==> config.mk <==
export PLATFORM = sky130hd
export DESIGN_NAME = record_pool_free_list_queue
export DESIGN_NICKNAME = d
export VERILOG_FILES = /design/src/rpfl_pkg.sv /design/src/record_pool_free_list_queue.sv /design/src/rpfl_ram.sv /design/src/rpfl_ctrl.sv /design/src/rpfl_dp.sv
export SDC_FILE = /design/constraint.sdc
export NUM_CORES = 2
export LEC_CHECK = 0
export BUFFER_PORTS_ARGS = -buffer_cell sky130_fd_sc_hd__buf_2
export CAP_MARGIN = 20
export CORE_MARGIN = 2
export CORE_UTILIZATION = 35
export CTS_BUF_LIST = sky130_fd_sc_hd__clkbuf_2
export DETAILED_ROUTE_END_ITERATION = 10
export GPL_ROUTABILITY_DRIVEN = 0
export SLEW_MARGIN = 10
export SYNTH_ARGS = -nofsm -noshare
export SYNTH_HDL_FRONTEND = slang
export SYNTH_HIERARCHICAL = 1
export SYNTH_SLANG_ARGS = --single-unit
==> constraint.sdc <==
create_clock -name aclk -period 15.7 [get_ports aclk]
set_clock_uncertainty 0.15 [all_clocks]
set_input_delay 2.355 -clock aclk [delete_from_list [all_inputs] [get_ports aclk]]
set_output_delay 2.355 -clock aclk [all_outputs]
set_load 0.005 [all_outputs]
==> src/rpfl_pkg.sv <==
package rpfl_pkg;

    localparam int POOL_SLOTS_DEF = 256;
    localparam int SLOT_W         = 8;

    typedef enum logic [1:0] {
        FUNC_ALLOC   = 2'd0,
        FUNC_RELEASE = 2'd1,
        FUNC_ENQUEUE = 2'd2,
        FUNC_DEQUEUE = 2'd3
    } func_t;

    typedef struct packed {
        func_t              func;
        logic [SLOT_W-1:0]  slot_index;
    } in_item_t;

    typedef struct packed {
        logic [SLOT_W-1:0]  slot_out;
        logic               found;
        logic               index_error;
    } out_item_t;

    // controller -> datapath
    typedef struct packed {
        logic clr_en;
        logic accept;
        logic finish;
    } cmd_t;

    // datapath -> controller
    typedef struct packed {
        logic clr_last;
        logic out_free;
    } status_t;

endpackage

==> src/record_pool_free_list_queue.sv <==
// Channel | Ports                          | Carries
// --------+--------------------------------+-----------------------------------
// input   | s_valid, s_ready, s_item       | func, slot_index
// result  | m_valid, m_ready, m_item       | slot_out, found, index_error
//
// The accept cycle issues the link-memory read (pop) or first link write
// (append); the execute state completes it once the output register is free.
// The read of the next-link memory is registered, and its
// single write port splits an append into two writes.
// After reset a sweep over all POOL_SLOTS slots builds the initial free list;
// s_ready stays low during it.
// A result waits in the output register while the next transaction is
// accepted; execution holds only if that result is still untaken.
module record_pool_free_list_queue #(
    parameter int POOL_SLOTS = rpfl_pkg::POOL_SLOTS_DEF
) (
    input  logic                aclk,
    input  logic                aresetn,
    input  logic                s_valid,
    output logic                s_ready,
    input  rpfl_pkg::in_item_t  s_item,
    output logic                m_valid,
    input  logic                m_ready,
    output rpfl_pkg::out_item_t m_item
);

    rpfl_pkg::cmd_t    cmd;
    rpfl_pkg::status_t status;

    rpfl_ctrl u_ctrl (
        .aclk    (aclk),
        .aresetn (aresetn),
        .s_valid (s_valid),
        .s_ready (s_ready),
        .status  (status),
        .cmd     (cmd)
    );

    rpfl_dp #(
        .POOL_SLOTS (POOL_SLOTS)
    ) u_dp (
        .aclk    (aclk),
        .aresetn (aresetn),
        .s_item  (s_item),
        .m_valid (m_valid),
        .m_ready (m_ready),
        .m_item  (m_item),
        .cmd     (cmd),
        .status  (status)
    );

endmodule

==> src/rpfl_ram.sv <==
module rpfl_ram #(
    parameter int WIDTH = 9,
    parameter int DEPTH = 256
) (
    input  logic                     aclk,
    input  logic                     wr_en,
    input  logic [$clog2(DEPTH)-1:0] wr_addr,
    input  logic [WIDTH-1:0]         wr_data,
    input  logic                     rd_en,
    input  logic [$clog2(DEPTH)-1:0] rd_addr,
    output logic [WIDTH-1:0]         rd_data
);

    logic [WIDTH-1:0] mem [DEPTH];

    always_ff @(posedge aclk) begin
        if (wr_en) begin
            mem[wr_addr] <= wr_data;
        end
        if (rd_en) begin
            rd_data <= mem[rd_addr];
        end
    end

endmodule

==> src/rpfl_ctrl.sv <==
module rpfl_ctrl (
    input  logic              aclk,
    input  logic              aresetn,
    input  logic              s_valid,
    output logic              s_ready,
    input  rpfl_pkg::status_t status,
    output rpfl_pkg::cmd_t    cmd
);

    typedef enum logic [1:0] {
        ST_INIT,
        ST_IDLE,
        ST_EXEC
    } state_t;

    state_t state_reg, state_next;
    logic   ready_reg, ready_next;

    always_comb begin
        state_next = state_reg;
        cmd        = '0;
        case (state_reg)
            ST_INIT: begin
                cmd.clr_en = 1'b1;
                if (status.clr_last) begin
                    state_next = ST_IDLE;
                end
            end
            ST_IDLE: begin
                if (s_valid) begin
                    cmd.accept = 1'b1;
                    state_next = ST_EXEC;
                end
            end
            ST_EXEC: begin
                // hold here while the output register still carries an unread result
                if (status.out_free) begin
                    cmd.finish = 1'b1;
                    state_next = ST_IDLE;
                end
            end
            default: begin
                state_next = ST_INIT;
            end
        endcase
        ready_next = (state_next == ST_IDLE);
    end

    always_ff @(posedge aclk) begin
        if (!aresetn) begin
            state_reg <= ST_INIT;
            ready_reg <= 1'b0;
        end else begin
            state_reg <= state_next;
            ready_reg <= ready_next;
        end
    end

    assign s_ready = ready_reg;

endmodule

==> src/rpfl_dp.sv <==
module rpfl_dp #(
    parameter int POOL_SLOTS = rpfl_pkg::POOL_SLOTS_DEF
) (
    input  logic                aclk,
    input  logic                aresetn,
    input  rpfl_pkg::in_item_t  s_item,
    output logic                m_valid,
    input  logic                m_ready,
    output rpfl_pkg::out_item_t m_item,
    input  rpfl_pkg::cmd_t      cmd,
    output rpfl_pkg::status_t   status
);

    localparam int ADDR_W = $clog2(POOL_SLOTS);
    localparam int PTR_W  = ADDR_W + 1;
    localparam int CMP_W  = (PTR_W > rpfl_pkg::SLOT_W) ? PTR_W : rpfl_pkg::SLOT_W;
    localparam logic [PTR_W-1:0]  NONE      = PTR_W'(POOL_SLOTS);
    localparam logic [ADDR_W-1:0] LAST_ADDR = ADDR_W'(POOL_SLOTS - 1);

    // Only forward links are kept: no operation ever walks a list backward.
    logic [PTR_W-1:0]  free_head_reg, free_head_next;
    logic [PTR_W-1:0]  free_tail_reg, free_tail_next;
    logic [PTR_W-1:0]  act_head_reg, act_head_next;
    logic [PTR_W-1:0]  act_tail_reg, act_tail_next;
    logic [ADDR_W-1:0] clr_cnt_reg, clr_cnt_next;

    rpfl_pkg::func_t     op_reg;
    logic [PTR_W-1:0]    idx_reg;
    logic                idx_ok_reg;
    logic                m_valid_reg, m_valid_next;
    rpfl_pkg::out_item_t m_item_reg, m_item_next;

    logic              idx_ok;
    logic              in_push;
    logic [PTR_W-1:0]  in_head;
    logic              wr_en;
    logic [ADDR_W-1:0] wr_addr;
    logic [PTR_W-1:0]  wr_data;
    logic [PTR_W-1:0]  rd_data;
    logic              op_pop, op_free;
    logic [PTR_W-1:0]  cur_head, cur_tail;
    logic              head_ok, tail_ok, next_ok;

    assign idx_ok  = CMP_W'(s_item.slot_index) < CMP_W'(POOL_SLOTS);
    assign in_push = (s_item.func == rpfl_pkg::FUNC_RELEASE) ||
                     (s_item.func == rpfl_pkg::FUNC_ENQUEUE);
    assign in_head = (s_item.func == rpfl_pkg::FUNC_ALLOC) ? free_head_reg : act_head_reg;

    assign op_pop   = (op_reg == rpfl_pkg::FUNC_ALLOC) || (op_reg == rpfl_pkg::FUNC_DEQUEUE);
    assign op_free  = (op_reg == rpfl_pkg::FUNC_ALLOC) || (op_reg == rpfl_pkg::FUNC_RELEASE);
    assign cur_head = op_free ? free_head_reg : act_head_reg;
    assign cur_tail = op_free ? free_tail_reg : act_tail_reg;
    assign head_ok  = cur_head < NONE;
    assign tail_ok  = cur_tail < NONE;
    assign next_ok  = rd_data < NONE;

    // single write port: init sweep, terminate appended slot at accept,
    // link old tail to it on finish
    always_comb begin
        wr_en   = 1'b0;
        wr_addr = '0;
        wr_data = NONE;
        if (cmd.clr_en) begin
            wr_en   = 1'b1;
            wr_addr = clr_cnt_reg;
            wr_data = PTR_W'({1'b0, clr_cnt_reg}) + PTR_W'(1);
        end else if (cmd.accept && in_push && idx_ok) begin
            wr_en   = 1'b1;
            wr_addr = ADDR_W'(s_item.slot_index);
            wr_data = NONE;
        end else if (cmd.finish && !op_pop && idx_ok_reg && tail_ok) begin
            wr_en   = 1'b1;
            wr_addr = cur_tail[ADDR_W-1:0];
            wr_data = idx_reg;
        end
    end

    rpfl_ram #(
        .WIDTH (PTR_W),
        .DEPTH (POOL_SLOTS)
    ) u_next_link (
        .aclk    (aclk),
        .wr_en   (wr_en),
        .wr_addr (wr_addr),
        .wr_data (wr_data),
        .rd_en   (cmd.accept),
        .rd_addr (in_head[ADDR_W-1:0]),
        .rd_data (rd_data)
    );

    always_comb begin
        free_head_next = free_head_reg;
        free_tail_next = free_tail_reg;
        act_head_next  = act_head_reg;
        act_tail_next  = act_tail_reg;
        clr_cnt_next   = cmd.clr_en ? clr_cnt_reg + ADDR_W'(1) : clr_cnt_reg;
        m_item_next    = m_item_reg;
        m_valid_next   = m_valid_reg && !m_ready;

        if (cmd.finish) begin
            m_valid_next = 1'b1;
            m_item_next  = '0;
            if (op_pop) begin
                if (head_ok) begin
                    m_item_next.slot_out = rpfl_pkg::SLOT_W'(cur_head);
                    m_item_next.found    = 1'b1;
                    if (op_free) begin
                        free_head_next = next_ok ? rd_data : NONE;
                        free_tail_next = next_ok ? free_tail_reg : NONE;
                    end else begin
                        act_head_next = next_ok ? rd_data : NONE;
                        act_tail_next = next_ok ? act_tail_reg : NONE;
                    end
                end
            end else if (!idx_ok_reg) begin
                m_item_next.index_error = 1'b1;
            end else if (op_free) begin
                free_tail_next = idx_reg;
                if (!tail_ok) begin
                    free_head_next = idx_reg;
                end
            end else begin
                act_tail_next = idx_reg;
                if (!tail_ok) begin
                    act_head_next = idx_reg;
                end
            end
        end
    end

    always_ff @(posedge aclk) begin
        if (!aresetn) begin
            free_head_reg <= '0;
            free_tail_reg <= PTR_W'(POOL_SLOTS - 1);
            act_head_reg  <= NONE;
            act_tail_reg  <= NONE;
            clr_cnt_reg   <= '0;
            m_valid_reg   <= 1'b0;
        end else begin
            free_head_reg <= free_head_next;
            free_tail_reg <= free_tail_next;
            act_head_reg  <= act_head_next;
            act_tail_reg  <= act_tail_next;
            clr_cnt_reg   <= clr_cnt_next;
            m_valid_reg   <= m_valid_next;
        end
    end

    always_ff @(posedge aclk) begin
        m_item_reg <= m_item_next;
        if (cmd.accept) begin
            op_reg     <= s_item.func;
            idx_reg    <= PTR_W'(s_item.slot_index);
            idx_ok_reg <= idx_ok;
        end
    end

    assign status.clr_last = (clr_cnt_reg == LAST_ADDR);
    assign status.out_free = !m_valid_reg || m_ready;
    assign m_valid         = m_valid_reg;
    assign m_item          = m_item_reg;

endmodule

# Word-level counts from Yosys, hierarchy flattened
# Memories as Yosys holds them, arrays and structs flattened. A register that Yosys moved wholly into a read port is not among the register bits.
# Index checks and enable logic that the tools add are counted.
[totals]
reg_bits = 67
ram_bits = 2304
input_bits = 14
wordCells = 93
memories = 1
[memory_table]
columns = ["name", "depth", "width", "rd", "rd_ports_with_merged_regs", "write_ports", "line", "source"]
rows = [
  ["u_dp.u_next_link.mem", 256, 9, 1, 1, 1, "rpfl_ram.sv:14", "logic [WIDTH-1:0] mem [DEPTH];"],
]
[classes]
add_sub_neg = 2
n_lt_le_gt_ge = 3
eq_ne = 11
mux = 44
bitwise = 1
n_reduce_logical = 19
[op_table]
columns = ["cell", "n"]
rows = [
  ["9-bit two-way mux", 24],
  ["8-bit two-way mux", 4],
  ["9-bit < comparator, second input constant", 3],
  ["4-bit AND reduction", 4],
  ["1-bit two-way mux", 12],
  ["8-bit by 1-bit adder with 9-bit output, second input constant", 1],
  ["8-bit by 1-bit adder with 8-bit output, second input constant", 1],
  ["2-bit by 1-bit equality test with 1-bit output, second input constant", 4],
  ["8-bit equality test, second input constant", 1],
  ["2-bit equality test, second input constant", 3],
  ["2-bit logical NOT", 3],
  ["2-bit two-way mux", 3],
  ["2-bit case mux with 3 select lines", 1],
  ["1-bit logical AND", 4],
  ["1-bit logical OR", 4],
  ["2-bit != test, second input constant", 2],
  ["1-bit logical NOT", 3],
  ["2-bit by 1-bit != test with 1-bit output, second input constant", 1],
  ["2-bit AND reduction", 1],
  ["1-bit inverter", 1],
]

# Depth between registers and ports, before layout
[logic_depth]
depth_word = 11
ltp_mapped = 15
ltp_nobuf = 10

# Hierarchy
# The synthesis kept the hierarchy.
[by_module_without_submodules]
columns = ["module", "n_inst", "cells_per_inst", "area_per_inst_um2", "seq_area_each_um2"]
rows = [
  ["rpfl_ram", 1, 4237, 89368.2, 69456.6],
  ["rpfl_dp", 1, 323, 3246.9, 1471.4],
  ["rpfl_ctrl", 1, 12, 138.9, 60.1],
]

# Worst setup path after synthesis
# OpenSTA, ideal clock, no wires.
[synth_path]
kind = "input to register"
from = "in s_valid"
to = "mem u_dp.u_next_link.mem[0][8] (data pin)"
arrival_ns = 10.337
required_ns = 13.976
setup_slack_ns = 3.639
stages = 5
cell_sequence = "and3b_2 and2_0 clkbuf_1 nor4_4 a21oi_1"
[synth_between]
elab_chain_len = 5
[synth_lines]
columns = ["item", "line", "source"]
rows = [
  ["start, declared", "record_pool_free_list_queue.sv:19", "input logic s_valid,"],
  ["1-bit two-way mux", "rpfl_ctrl.sv:30", "if (s_valid) begin"],
  ["1-bit two-way mux", "rpfl_ctrl.sv:22", "case (state_reg)"],
  ["1-bit logical AND", "rpfl_dp.sv:67", "end else if (cmd.accept && in_push && idx_ok) begin"],
  ["9-bit two-way mux", "rpfl_dp.sv:67", ""],
  ["9-bit two-way mux", "rpfl_dp.sv:63", "if (cmd.clr_en) begin"],
  ["via u_dp.wr_data[8]", "rpfl_dp.sv:38", "logic [PTR_W-1:0] wr_data;"],
  ["end, declared", "rpfl_ram.sv:14", ""],
]
# The timed path passes the listed nets, and every way through them passes these cells.

# Final worst setup path
[layout_path]
from = "in s_item[8] in the netlist's numbering"
to = "reg u_dp.u_next_link.rd_data[0], read port of u_dp.u_next_link.mem (data pin)"
[layout_between]
elab_chain_len = 2
[layout_lines]
columns = ["item", "line", "source"]
rows = [
  ["start, declared", "record_pool_free_list_queue.sv:21", "input rpfl_pkg::in_item_t s_item,"],
  ["2-bit logical NOT", "rpfl_dp.sv:47", "assign in_head = (s_item.func == rpfl_pkg::FUNC_ALLOC) ? free_head_reg : act_head_reg;"],
  ["8-bit two-way mux", "rpfl_dp.sv:47", ""],
  ["via u_dp.in_head[1]", "rpfl_dp.sv:35", "logic [PTR_W-1:0] in_head;"],
  ["end, declared", "rpfl_ram.sv:11", "output logic [WIDTH-1:0] rd_data"],
]
# The timed path passes the listed nets, and every way through them passes these cells.
# A chain may end at the register's enable or synchronous reset.

==> metrics.json <==
{
  "comb_power_share": {"value": 1.5, "unit": "%"},
  "clockBufferDepth": {"value": 4},
  "cts.sinks": {"value": 2380},
  "power": {"value": 11.1, "unit": "mW"},
  "crit_arrival": {"value": 8490, "unit": "ps"},
  "rr_worst_depth": {"value": 11},
  "routed_wl": {"value": 241, "unit": "mm"},
  "setup_violations": {"value": 0},
  "synth.avg_cell_area": {"value": 20.3, "unit": "um2"},
  "netSwitchingPower": {"value": 2.56, "unit": "mW"},
  "clock_insertion_delay_worst_skew": {"value": 1940, "unit": "ps"},
  "number_of_hold_repair_buffers_added_at_the_cts_stage": {"value": 0},
  "placement_rows": {"value": 188},
  "totalNegativeSetupSlack": {"value": 0, "unit": "ps"},
  "cts-root-buf": {"value": "sky130_fd_sc_hd__clkbuf_2"},
  "crit_cells": {"value": 12},
  "rsz0062_at_grt": {"value": "false"},
  "post_cts_buffers": {"value": 0},
  "status": {"value": "finished clean"},
  "cts.clk_slew.worst_paths": {"value": 100, "unit": "ps"},
  "number_of_buffers_added_by_the_clock_tree_synthesis_step": {"value": 588},
  "synth.largest_area_cell": {"value": "sky130_fd_sc_hd__edfxtp_1"},
  "power_switching_share": {"value": 23.1, "unit": "%"},
  "slew_violations": {"value": 0},
  "num_vias": {"value": 48600},
  "drt-vias-per-instance": {"value": 5.40},
  "clock_tree.htree_level_count": {"value": 6},
  "final.fill_count": {"value": 24100},
  "detailedRoute.firstPassIterationCount": {"value": 8},
  "largest_register_ffs": {"value": 2304},
  "crit_fanout": {"value": 78},
  "port_buffers": {"value": 24},
  "detailedPlace.worstSlack": {"value": 6900, "unit": "ps"},
  "hold_path.class": {"value": "flip-flop to flip-flop"},
  "post_synth_num_cell_types": {"value": 73},
  "hpwlAfterDp": {"value": 145, "unit": "mm"},
  "synthMostInstantiatedCell": {"value": "sky130_fd_sc_hd__edfxtp_1"},
  "intPower": {"value": 8.51, "unit": "mW"},
  "max_slew_margin": {"value": 16.4, "unit": "%"},
  "hold_path_depth": {"value": 2},
  "endpoint_kind": {"value": "flip-flop"},
  "ys_dominant_reg_cell": {"value": "sky130_fd_sc_hd__edfxtp_1"},
  "post_synth_most_frequent_cells": {"value": "sky130_fd_sc_hd__edfxtp_1, sky130_fd_sc_hd__mux4_2, sky130_fd_sc_hd__nor2_1"},
  "die_width": {"value": 519, "unit": "um"},
  "design.final.nets": {"value": 5073},
  "antenna_left": {"value": 0},
  "path_common_cell": {"value": "sky130_fd_sc_hd__buf_4"},
  "antenna_found_initial": {"value": 7},
  "clock.fmax": {"value": 141, "unit": "MHz"},
  "postSynthCellCount": {"value": 4572},
  "cp_num_buf_inv": {"value": 4},
  "netlist.area_leader.share": {"value": 75.5, "unit": "%"},
  "synth-edff-count": {"value": 2332},
  "power.share.clock": {"value": 35.8, "unit": "%"},
  "standby_leakage_power": {"value": 29.5, "unit": "nW"},
  "synthesis.yosys.warnings": {"value": 6},
  "powerDensity": {"value": 108, "unit": "nW/um2"},
  "period_needed": {"value": 7110, "unit": "ps"},
  "timing.final.crit_share": {"value": 45.3, "unit": "%"},
  "synthTopCellsByArea": {"value": "sky130_fd_sc_hd__edfxtp_1, sky130_fd_sc_hd__mux4_2, sky130_fd_sc_hd__mux2i_1"},
  "first_pass_grt_wire_length": {"value": 346, "unit": "mm"},
  "maximum_number_of_pins_on_one_net_before_global_route_repair": {"value": 197},
  "drive_above_1_share": {"value": 29.3, "unit": "%"},
  "drt-initial-drc-count": {"value": 5470},
  "final_hold_viol_count": {"value": 0},
  "vdd.ir_drop.worst": {"value": 0.0742, "unit": "mV"},
  "synth_sequential_area_ratio": {"value": 76.5, "unit": "%"},
  "crit_family": {"value": "buffers and inverters"},
  "detail_route.drc_violations": {"value": 0},
  "fp.dieH": {"value": 519, "unit": "um"},
  "synth_nets": {"value": 4590},
  "post_cts_resized": {"value": 0},
  "critPathKind": {"value": "input port to flip-flop"},
  "drv.max_cap_violation_count": {"value": 0},
  "worstPathRequired": {"value": 17070, "unit": "ps"},
  "start_util": {"value": 35.3, "unit": "%"},
  "power.sequential.fraction": {"value": 62.8, "unit": "%"},
  "cpMaxStageDelayCell": {"value": "sky130_fd_sc_hd__nor3_1"},
  "setup_slack": {"value": 8590, "unit": "ps"},
  "syn_to_final_growth": {"value": 10.3, "unit": "%"},
  "first_global_vias": {"value": 49100},
  "worst_slew_pin_slew": {"value": 1250, "unit": "ps"},
  "globalRoute.totalOverflow": {"value": 0},
  "critical_path.cell_chain": {"value": "buf_2 > inv_1 > ha_1 > mux2_8 > buf_4 > buf_4 > mux4_2 > a22o_1 > a221oi_1 > o32ai_1 > nor3_1 > nor4_1"},
  "wl_per_cell": {"value": 26.7, "unit": "um"},
  "top_register": {"value": "u_dp/u_next_link/mem"},
  "asyncSetResetFlopFracSynth": {"value": 0, "unit": "%"},
  "netlist_area": {"value": 92800, "unit": "um2"},
  "core_area": {"value": 263000, "unit": "um2"},
  "grt_usage": {"value": 17.5, "unit": "%"},
  "boundaryPins": {"value": 26},
  "cp_slowest_stage_delay": {"value": 960, "unit": "ps"},
  "fp.dieArea": {"value": 269000, "unit": "um2"},
  "cts_tree": {"value": "yes"},
  "synth-seq-cells": {"value": 2380},
  "critical_path.startpoint_type": {"value": "input port"}
}
[layout by cell type (no fill, tap or decap), types with 34 or more instances in the layout]
master                     count
sky130_fd_sc_hd__mux2i_1     188
sky130_fd_sc_hd__clkinv_1    144
sky130_fd_sc_hd__nand2_1      87
sky130_fd_sc_hd__dfxtp_1      48
sky130_fd_sc_hd__o221ai_1     36
sky130_fd_sc_hd__mux4_2      467
sky130_fd_sc_hd__a22oi_1     174
sky130_fd_sc_hd__buf_4       124
sky130_fd_sc_hd__nor2_1      300
sky130_fd_sc_hd__a21oi_1     106
sky130_fd_sc_hd__edfxtp_1   2332
sky130_fd_sc_hd__mux2_2       34
sky130_fd_sc_hd__clkbuf_2    820
sky130_fd_sc_hd__o22ai_1      65
[metrics by stage]
stage | hold slack (ps) | util (%) | instance area (um2) | cells
floorplan | 290 | - | 92800 | 4572
global placement | 300 | 36.8 | 96700 | 7942
detailed placement | 313 | 36.9 | 97100 | 7971
CTS | 325 | 38.9 | 102000 | 8982
global route | 346 | 38.9 | 102000 | 8993
finish | 332 | 38.9 | 102000 | 8994
[cells by family after synthesis]
kind of cell | share of synthesized area (%)
and+or+nand+nor | 2.95
xor gates and xnor gates | 0.113
buffers and inverters | 1.87
DFF | 76.5
other | 0.00404
AOI/OAI and AO/OA | 4.38
adders and majority gates | 0.0540
muxes | 14.1
[worst paths after layout]
kind	startpoint	end	slack (ps)
max	s_item[8]	u_dp/u_next_link/rd_data[0]$_DFFE_PP_	8590
min	u_dp/act_tail_reg[1]$_SDFFE_PN0P_	u_dp/act_tail_reg[1]$_SDFFE_PN0P_	330
max reg2reg	u_dp/op_reg[1]$_DFFE_PP_	u_dp/u_next_link/mem[14][4]$_DFFE_PP_	9040
min reg2reg	u_dp/act_tail_reg[1]$_SDFFE_PN0P_	u_dp/act_tail_reg[1]$_SDFFE_PN0P_	330
[power groups by stage]
stage	logic, mW	registers [mW]	clock network (mW)
floorplan	0.0645	7.11	0
global placement	0.153	7.10	0
detailed placement	0.159	7.10	0
CTS	0.159	6.95	4.09
global route	0.169	6.95	4.40
finish	0.162	6.95	3.96
[final cells by class]
class	instances	area, um2	share of cell area [%]
clock inverters	191	983	0.961
diodes	3	7.51	0.00734
multi-input cells	1891	20300	19.8
flip-flops and latches	2380	71000	69.4
clock buffers	820	4100	4.01
repair buffers	176	1530	1.49
inverters	18	67.6	0.0660
well taps	3515	4400	4.30
[worst register-to-register path, delay by kind of cell (launching register included)]
family,cells,cell delay [ps]
DFF,1,1000
and+or+nand+nor,4,2340
buffers and inverters,3,990
AOI/OAI and AO/OA,3,1420
adders and majority gates,1,320
[layer usage]
metal,GRT usage (%),vias up,part of all wire [%]
met2,27.6,2296,47
met3,4.29,393,8.7
met4,6.53,4,3.0
met1,23.5,25600,41
li1,-,20300,-
met5,0,-,0.013
No activity file was read; power rests on OpenSTA's default activity.
